$ cat config.mk
export PLATFORM = sky130hd
export DESIGN_NAME = fpwb_ctrl
export DESIGN_NICKNAME = d
export VERILOG_FILES = /design/src/rtl/fpwb_pkg.sv /design/src/rtl/fpwb_ctrl.sv
export SDC_FILE = /design/constraint.sdc
export NUM_CORES = 1
export LEC_CHECK = 0
export ABC_AREA = 1
export BUFFER_PORTS_ARGS = -buffer_cell sky130_fd_sc_hd__buf_2
export CAP_MARGIN = 20
export CORE_MARGIN = 1
export CORE_UTILIZATION = 54
export DETAILED_ROUTE_END_ITERATION = 7
export GPL_TIMING_DRIVEN = 0
export PLACE_DENSITY = 0.83
export RECOVER_POWER = 100
export SYNTH_ARGS = -nofsm -noshare
export SYNTH_HDL_FRONTEND = slang
export SYNTH_SLANG_ARGS = --single-unit
$ cat constraint.sdc
create_clock -name clk_i -period 3.4 [get_ports clk_i]
set_input_delay 0.51 -clock clk_i [delete_from_list [all_inputs] [get_ports clk_i]]
set_output_delay 0.51 -clock clk_i [all_outputs]
set_load 0.1 [all_outputs]
$ cat src/rtl/fpwb_pkg.sv
package fpwb_pkg;

  // Page geometry of the modeled flash array.
  localparam int PageBytes  = 256;
  localparam int PageCount  = 64;
  localparam int OffW       = $clog2(PageBytes);
  localparam int PageW      = $clog2(PageCount);
  localparam int FlashDepth = PageBytes * PageCount;
  localparam int FlashAw    = OffW + PageW;

  // Field widths of the stream words.
  localparam int OpW       = 2;
  localparam int AddrW     = 14;
  localparam int DataW     = 8;
  localparam int InTdataW  = 24;
  localparam int OutFieldW = DataW + 3 + PageW;
  localparam int OutTdataW = 24;

  // Erased flash byte.
  localparam logic [DataW-1:0] ErasedByte = '1;

  // Operation codes carried in the input tuser.
  typedef enum logic [OpW-1:0] {
    OP_READ  = 2'd0,
    OP_WRITE = 2'd1,
    OP_FLUSH = 2'd2
  } opcode_e;

  // Commands from the controller to the datapath.
  typedef struct packed {
    logic clr_run;
    logic load_in;
    logic hit_cap;
    logic rd_cap;
    logic wb_start;
    logic wb_run;
    logic ld_start;
    logic ld_run;
    logic drop;
    logic upd_wr;
    logic res_push;
  } cmd_t;

  // Status from the datapath to the controller.
  typedef struct packed {
    logic           clr_last;
    logic           sweep_last;
    logic           hit;
    logic           buf_valid;
    logic           held_zero;
    logic           dirty;
    logic           out_free;
    logic [OpW-1:0] op;
  } sts_t;

endpackage

$ cat src/rtl/fpwb_ctrl.sv
module fpwb_ctrl (
  input  logic                clk_i,
  input  logic                rst_ni,
  input  logic                s_axis_tvalid,
  output logic                s_axis_tready,
  input  fpwb_pkg::sts_t      sts_i,
  output fpwb_pkg::cmd_t      cmd_o
);

  typedef enum logic [8:0] {
    S_CLEAR  = 9'b000000001,
    S_IDLE   = 9'b000000010,
    S_DECODE = 9'b000000100,
    S_RDCAP  = 9'b000001000,
    S_WB     = 9'b000010000,
    S_LOAD   = 9'b000100000,
    S_UPD_RD = 9'b001000000,
    S_UPD_WR = 9'b010000000,
    S_DONE   = 9'b100000000
  } state_e;

  state_e state_q, state_d;

  // Next state and command decode.
  always_comb begin
    state_d       = state_q;
    cmd_o         = '0;
    s_axis_tready = 1'b0;
    unique case (state_q)
      S_CLEAR: begin
        cmd_o.clr_run = 1'b1;
        if (sts_i.clr_last) begin
          state_d = S_IDLE;
        end
      end
      S_IDLE: begin
        s_axis_tready = 1'b1;
        if (s_axis_tvalid) begin
          cmd_o.load_in = 1'b1;
          state_d       = S_DECODE;
        end
      end
      S_DECODE: begin
        // Both memories are read at the item's address in this cycle.
        cmd_o.hit_cap = 1'b1;
        case (sts_i.op)
          fpwb_pkg::OP_READ: begin
            state_d = S_RDCAP;
          end
          fpwb_pkg::OP_WRITE: begin
            if (sts_i.hit) begin
              state_d = S_UPD_WR;
            end else if (sts_i.buf_valid && sts_i.held_zero) begin
              cmd_o.drop     = 1'b1;
              cmd_o.ld_start = 1'b1;
              state_d        = S_LOAD;
            end else if (sts_i.buf_valid && sts_i.dirty) begin
              cmd_o.wb_start = 1'b1;
              state_d        = S_WB;
            end else begin
              cmd_o.ld_start = 1'b1;
              state_d        = S_LOAD;
            end
          end
          fpwb_pkg::OP_FLUSH: begin
            if (sts_i.buf_valid && sts_i.dirty) begin
              cmd_o.wb_start = 1'b1;
              state_d        = S_WB;
            end else begin
              state_d = S_DONE;
            end
          end
          default: begin
            state_d = S_DONE;
          end
        endcase
      end
      S_RDCAP: begin
        cmd_o.rd_cap = 1'b1;
        state_d      = S_DONE;
      end
      S_WB: begin
        cmd_o.wb_run = 1'b1;
        if (sts_i.sweep_last) begin
          if (sts_i.op == fpwb_pkg::OP_WRITE) begin
            cmd_o.ld_start = 1'b1;
            state_d        = S_LOAD;
          end else begin
            state_d = S_DONE;
          end
        end
      end
      S_LOAD: begin
        cmd_o.ld_run = 1'b1;
        if (sts_i.sweep_last) begin
          state_d = S_UPD_RD;
        end
      end
      S_UPD_RD: begin
        state_d = S_UPD_WR;
      end
      S_UPD_WR: begin
        cmd_o.upd_wr = 1'b1;
        state_d      = S_DONE;
      end
      S_DONE: begin
        if (sts_i.out_free) begin
          cmd_o.res_push = 1'b1;
          state_d        = S_IDLE;
        end
      end
      default: begin
        state_d = S_CLEAR;
      end
    endcase
  end

  // State register; reset starts the flash clearing pass.
  always_ff @(posedge clk_i or negedge rst_ni) begin
    if (!rst_ni) begin
      state_q <= S_CLEAR;
    end else begin
      state_q <= state_d;
    end
  end

endmodule

==> flow_metrics.py, run 1 <==
metrics = {
    "detailed_routing": {
        "via_per_inst": 4.97,
        "drc_errors": 0,
        "detail_route.wl_per_cell_um": 10.4,
        "ant_nets": 0,
        "vias": 835,
        "routed_wl_um": 1750,
        "drt_iter0_markers": 8,
        "firstDrtPassIters": 4,
    },
    "power": {
        "p_leak_nw": 0.583,
        "clockPowerShare": 0.167,
        "power_w": 0.000515,
        "p_switching_w": 0.000283,
        "intPower_w": 0.000231,
        "seq_power_share": 0.266,
        "p_sw_frac": 0.550,
        "p_comb_frac": 0.567,
        "powerDensity_mw_per_mm2": 555,
        "irDropWorstVdd_mv": 0.529,
    },
    "clock_network": {
        "hold_buffers": 0,
        "postCtsSetupBuffers": 0,
        "clockRootBuffer": "clkbuf_4",
        "clock-sinks": 9,
        "cts.clk_slew.worst_paths_ps": 60,
        "ctsResizeCount": 0,
        "clk_latency_ps": 270,
        "cts_tree": "built",
        "clk_path_buf_depth": 2,
        "h-tree-depth": 1,
        "cts_made_buffers": 3,
    },
    "synth": {
        "ys_seq_area_frac": 0.281,
        "synthesis.nets": 142,
        "ys_types": 19,
        "syn_inst": 126,
        "synth_top_family_by_area": "simple AND/OR/NAND/NOR gates",
        "ys_ff_latch": 9,
        "syn-cell-area_um2": 805,
        "synthMuxAreaShare": 0,
        "synth_warnings": 0,
        "synth_compound_area_frac": 0.0358,
        "synthXorXnorAreaFrac": 0,
        "synth-simple-area-share": 0.485,
        "synth_area_per_cell_um2": 6.39,
        "synthAdderAreaFrac": 0.0622,
    },
    "timing": {
        "worst_pin_slew_ps": 1200,
        "finalHoldViolations": 0,
        "final_max_slew_viol_count": 0,
        "setup_violations": 0,
        "slew-limit-headroom": 0.205,
        "max_freq_mhz": 355,
        "skew_ps": 1.41,
        "period_share": 0.829,
        "fin_tns_setup_ps": 0,
        "fin_crit_ps": 2820,
        "rsz0062_at_grt": "false",
        "holdWs_ps": 169,
        "fin_ws_ps": 583,
    },
    "global_route": {
        "overflow": 0,
        "grt_busiest_layer": "met2",
        "grtUsageTotal": 0.293,
        "use_met2": 0.536,
        "use_met1": 0.293,
        "grt_pass1_vias": 802,
        "grt_max_degree": 10,
        "grt_pass1_wl_um": 3110,
        "use_met3": 0.0667,
        "antenna_found_initial": 0,
    },
    "setup_path": {
        "ff2ff_setup_slack_ps": 1780,
        "crit_path_end_kind": "output port",
        "crit_arrival_ps": 2310,
        "path_delay_family": "buffers and inverters",
        "critPathLaunch": "state_q[7]$_DFFE_PN0P_",
        "worstSetupPathType": "reg2out",
        "cp-start-kind": "flip-flop",
        "critPathMostFrequentCell": "nor2_1",
        "worstPathCellList": "nor2_1 > nand2_2 > nor2_1 > nand2_1 > nor2_1 > clkbuf_1",
        "reg2reg_from": "state_q[7]$_DFFE_PN0P_",
        "required_ps": 2890,
        "max_stage_delay_ps": 900,
        "critPathBufInv": 1,
        "critical_path_peak_fanout": 4,
        "cp_slowest_cell": "clkbuf_1",
    },
    "run_status": {
        "status": "completed",
    },
    "floorplan": {
        "core-area_mm2": 0.00135,
        "fp.dieH_um": 40.6,
        "io_pins": 24,
        "fp-row-count": 13,
        "start_util": 0.596,
        "die_w_um": 40.6,
        "die_area_mm2": 0.00165,
    },
    "final_layout": {
        "antenna_cells": 0,
        "fin_nets": 170,
        "drive_above_1_share": 0.196,
        "largest_register_ffs": 9,
        "syn2layout_area_growth_pct": 15.2,
        "regMostFlops": "state_q",
        "n_fill_cell": 130,
        "reg_top3": "state_q: 9 flops",
    },
    "placed_design": {
        "post-dp-hpwl_um": 1520,
        "gp_congestion": 0.860,
        "port_buffers": 23,
        "post-place-ws_ps": 1150,
    },
    "job": {
        "drv_cap": 0,
    },
    "worst_hold_path": {
        "hold_path_class": "in2async",
    },
}
-- per-layer routing --
layer / vias up / share of wire
met5: - / 0
met4: 0 / 0.033
met3: 6 / 0.047
met2: 30 / 0.50
met1: 361 / 0.42
li1: 438 / -
-- Yosys cell counts --
cell type | instances | area, um^2
nand2_1 | 29 | 109
inv_1 | 27 | 101
nor2_1 | 19 | 71.3
nand3_1 | 9 | 45.0
dfrtp_1 | 8 | 200
nand2_2 | 5 | 31.3
ha_1 | 4 | 50.1
nor2_2 | 4 | 25.0
o21ai_0 | 4 | 20.0
nor3_1 | 3 | 15.0
inv_2 | 2 | 7.51
nand3_2 | 2 | 20.0
nand3b_1 | 2 | 15.0
nand4_1 | 2 | 12.5
nor2_4 | 2 | 22.5
a31o_2 | 1 | 8.76
dfstp_2 | 1 | 26.3
nor3_4 | 1 | 16.3
nor3b_1 | 1 | 7.51
-- through the flow --
| stage | cell area [um^2] | utilization | instances |
|---|---|---|---|
| finish | 927 | 0.687 | 168 |
| global route | 927 | 0.687 | 168 |
| CTS | 965 | 0.715 | 168 |
| detailed placement | 938 | 0.695 | 164 |
| global placement | 938 | 0.695 | 164 |
| floorplan | 805 | - | 126 |
-- power by group through the flow --
stage               sequential (W)  combinational (W)  clock [W]
detailed placement        0.000139           0.000314          0
global placement          0.000138           0.000309          0
floorplan                 0.000137           0.000260          0
global route              0.000139           0.000320  0.0000962
finish                    0.000137           0.000292  0.0000862
CTS                       0.000137           0.000315  0.0000850
-- worst paths after layout --
kind,endpoint,cells after the start
min in group clk_i,state_q[0]$_DFFE_PN1P_,2
min reg2reg,state_q[0]$_DFFE_PN1P_,3
max,cmd_o[0],6
max reg2reg,state_q[8]$_DFFE_PN0P_,8
max in group asynchronous,state_q[0]$_DFFE_PN1P_,1
min,state_q[5]$_DFFE_PN0P_,1
-- worst register-to-register path: stages, from the launching register on --
cell and delay (ps):
dfrtp_1 440, nor2_1 150, nand2_2 80, nor2_1 280
nand3_1 180, nand3_1 150, nor2_1 70, nand3_1 90
nand2_1 60
-- logic make-up after synthesis --
logic type / after synthesis
AND/OR/NAND/NOR: 79
buffers and inverters: 29
adder cells (fa/ha/maj): 4
AO/OA/AOI/OAI: 5
flip-flops: 9
-- layout make-up --
type                            instances  area, um^2  area share
Clock buffer                            4        26.3      0.0283
Inverter                               29         109       0.117
Tap cell                               15        18.8      0.0202
Timing Repair Buffer                   23         105       0.113
Multi-Input combinational cell         88         442       0.476
Sequential cell                         9         226       0.244
-- placed cells by master (no fill, tap or decap), types with 3 or more instances in the layout --
master	synthesis	routed
buf_2	0	15
clkbuf_1	0	9
clkbuf_4	0	3
dfrtp_1	8	8
ha_1	4	4
inv_1	27	27
nand2_1	29	30
nand2_2	5	4
nand3_1	9	10
nor2_1	19	23
nor3_1	3	3
o21ai_0	4	4
(Power assumes the default switching activity.)
==> inputs of run 2 (changes only) <==
- CORE_UTILIZATION: 54 -> 45
- PLACE_DENSITY: 0.83 -> 0.74
- clock period: 3.4 -> 2.5 ns (I/O delays scaled with it)
==> run 2 against run 1 <==
  * Setup slack worse by 390 ps
  * Largest cell class unchanged
  * Non-clock buffer count is 1 higher
  * Combinational power is 43% higher
  * Sequential power is 36% higher
  * Clock skew is 0.69 ps lower
  * Via count is 0.60% lower
  * Largest power group unchanged
  * First-iteration DRC count is 63% higher
==> flow_metrics.py, run 2 (synthesized netlist as in run 1, its figures left out) <==
metrics = {
    "timing": {
        "finalHoldViolations": 0,
        "period_share": 0.922,
        "slew-limit-headroom": 0.640,
        "setup_violations": 0,
        "max_freq_mhz": 434,
        "fin_tns_setup_ps": 0,
        "final_max_slew_viol_count": 0,
        "fin_crit_ps": 2310,
        "rsz0062_at_grt": "false",
        "holdWs_ps": 285,
        "worst_pin_slew_ps": 543,
        "skew_ps": 0.716,
    },
    "global_route": {
        "grt_pass1_wl_um": 3130,
        "antenna_found_initial": 0,
        "grt_max_degree": 10,
        "overflow": 0,
        "grtUsageTotal": 0.211,
        "grt_pass1_vias": 780,
    },
    "worst_hold_path": {
        "whs_endpoint": "state_q[0]$_DFFE_PN1P_",
        "holdPathStages": 2,
        "min-delay-start": "sts_i[8]",
        "hold_path_class": "in2reg",
    },
    "clock_network": {
        "clk_latency_ps": 270,
        "cts.clk_slew.worst_paths_ps": 60,
        "cts_made_buffers": 3,
        "clockRootBuffer": "clkbuf_4",
        "ctsResizeCount": 0,
        "postCtsSetupBuffers": 0,
        "cts_tree": "built",
        "clock-sinks": 9,
        "h-tree-depth": 1,
        "clk_path_buf_depth": 2,
    },
    "setup_path": {
        "worstSetupPathType": "reg2out",
        "reg2reg_to": "state_q[8]$_DFFE_PN0P_",
        "crit_arrival_ps": 1930,
        "ff2ff_setup_slack_ps": 940,
        "required_ps": 2120,
        "crit_path_end_kind": "output port",
        "critical_path_peak_fanout": 4,
        "reg2reg_from": "state_q[3]$_DFFE_PN0P_",
        "cp-start-kind": "flip-flop",
        "reg2reg_depth": 9,
    },
    "placed_design": {
        "port_buffers": 23,
        "post-dp-hpwl_um": 1490,
        "gp_congestion": 0.809,
        "place_area_um2": 965,
    },
    "floorplan": {
        "io_pins": 24,
        "core-area_mm2": 0.00159,
        "start_util": 0.505,
        "fp.dieH_um": 44.3,
        "die_w_um": 44.3,
        "fp-row-count": 14,
        "die_area_mm2": 0.00196,
    },
    "final_layout": {
        "final_common_cell": "nand2_1",
        "layout_common_cells": "30 x nand2_1, 27 x inv_1, 20 x nor2_1, 11 x buf_2, 10 x clkbuf_2",
        "reg_top3": "state_q: 9 flops",
        "largest_register_ffs": 9,
        "antenna_cells": 0,
        "syn2layout_area_growth_pct": 22.2,
        "regMostFlops": "state_q",
        "drive_above_1_share": 0.266,
        "n_fill_cell": 159,
        "finish.instance_area_um2": 983,
        "fin_nets": 171,
    },
    "power": {
        "p_leak_nw": 0.611,
        "power_w": 0.000720,
        "powerDensity_mw_per_mm2": 732,
        "irDropWorstVdd_mv": 0.468,
    },
    "run_status": {
        "status": "completed",
    },
    "detailed_routing": {
        "ant_nets": 0,
        "detail_route.wl_per_cell_um": 9.66,
        "vias": 830,
        "routed_wl_um": 1720,
        "via_per_inst": 4.66,
        "drt_iter0_markers": 13,
        "firstDrtPassIters": 4,
        "drc_errors": 0,
    },
    "job": {
        "drv_cap": 0,
    },
}
## run 2: cell count changes in the layout (fill, tap and decap cells not counted)
cell	change
clkbuf_1	-6
nor2_1	-3
nor3_1	-1
nor3_2	+1
buf_2	-4
nand3_2	+1
dlygate4sd3_1	+1
nand3_1	-1
nor2_2	+1
nor2_4	+2
clkbuf_2	+10
## run 2: power by group
part           internal (W)  switching (W)  total [W]  leakage, nW
Combinational     0.0000931       0.000324   0.000417        0.475
Sequential         0.000172      0.0000138   0.000186        0.121
Clock             0.0000618      0.0000551   0.000117       0.0150
Total              0.000327       0.000393   0.000720        0.611
## run 2: layout make-up
cell class                 instances  area, um^2  share of cell area
multi-input combinational         88         469               0.477
inverter                          29         109               0.111
tap                               24        30.0              0.0305
timing repair buffer              24         123               0.125
sequential                         9         226               0.230
clock buffer                       4        26.3              0.0267
## run 2: through the flow
stage / worst slack (ps) / util / instances
final: 194 / 0.617 / 178
after detailed placement: 412 / 0.605 / 173
after global routing: 77.1 / 0.617 / 178
after CTS: 259 / 0.628 / 178
after floorplan: 30.6 / - / 126
after global placement: 410 / 0.605 / 173
## run 2: worst max-delay path by stage
stage,start,end,slack (ps),depth (start not counted)
5_1_grt,state_q[3]$_DFFE_PN0P_,cmd_o[4],80,8
3_5_place_dp,sts_i[1],cmd_o[6],410,8
2_1_floorplan,state_q[7]$_DFFE_PN0P_,cmd_o[9],30,5
6_report,state_q[3]$_DFFE_PN0P_,cmd_o[9],190,6
3_3_place_gp,sts_i[1],cmd_o[6],410,8
4_1_cts,state_q[7]$_DFFE_PN0P_,cmd_o[6],260,8
## run 2: worst max-delay path, cell delays in order, from the launching register on
cell and delay, ps:
dfrtp_1 400, nor2_1 180, nand2_1 70, nor2_1 270
nand2_1 180, nor2_1 110, buf_2 430
## run 2: routing by layer
| metal | vias to the layer above | part of all wire | global-route usage |
|---|---|---|---|
| met5 | - | 0 | 0 |
| met4 | 0 | 0.020 | 0.0727 |
| met3 | 4 | 0.031 | 0.0122 |
| met2 | 27 | 0.52 | 0.385 |
| met1 | 364 | 0.43 | 0.262 |
| li1 | 435 | - | - |
## run 2: what timing repair did
| action | 4_1_cts | 5_1_grt |
|---|---|---|
| endpoints found under the setup margin | 0 | 0 |
| endpoints found under the hold margin | 8 | 0 |
| hold buffers | 1 | 0 |
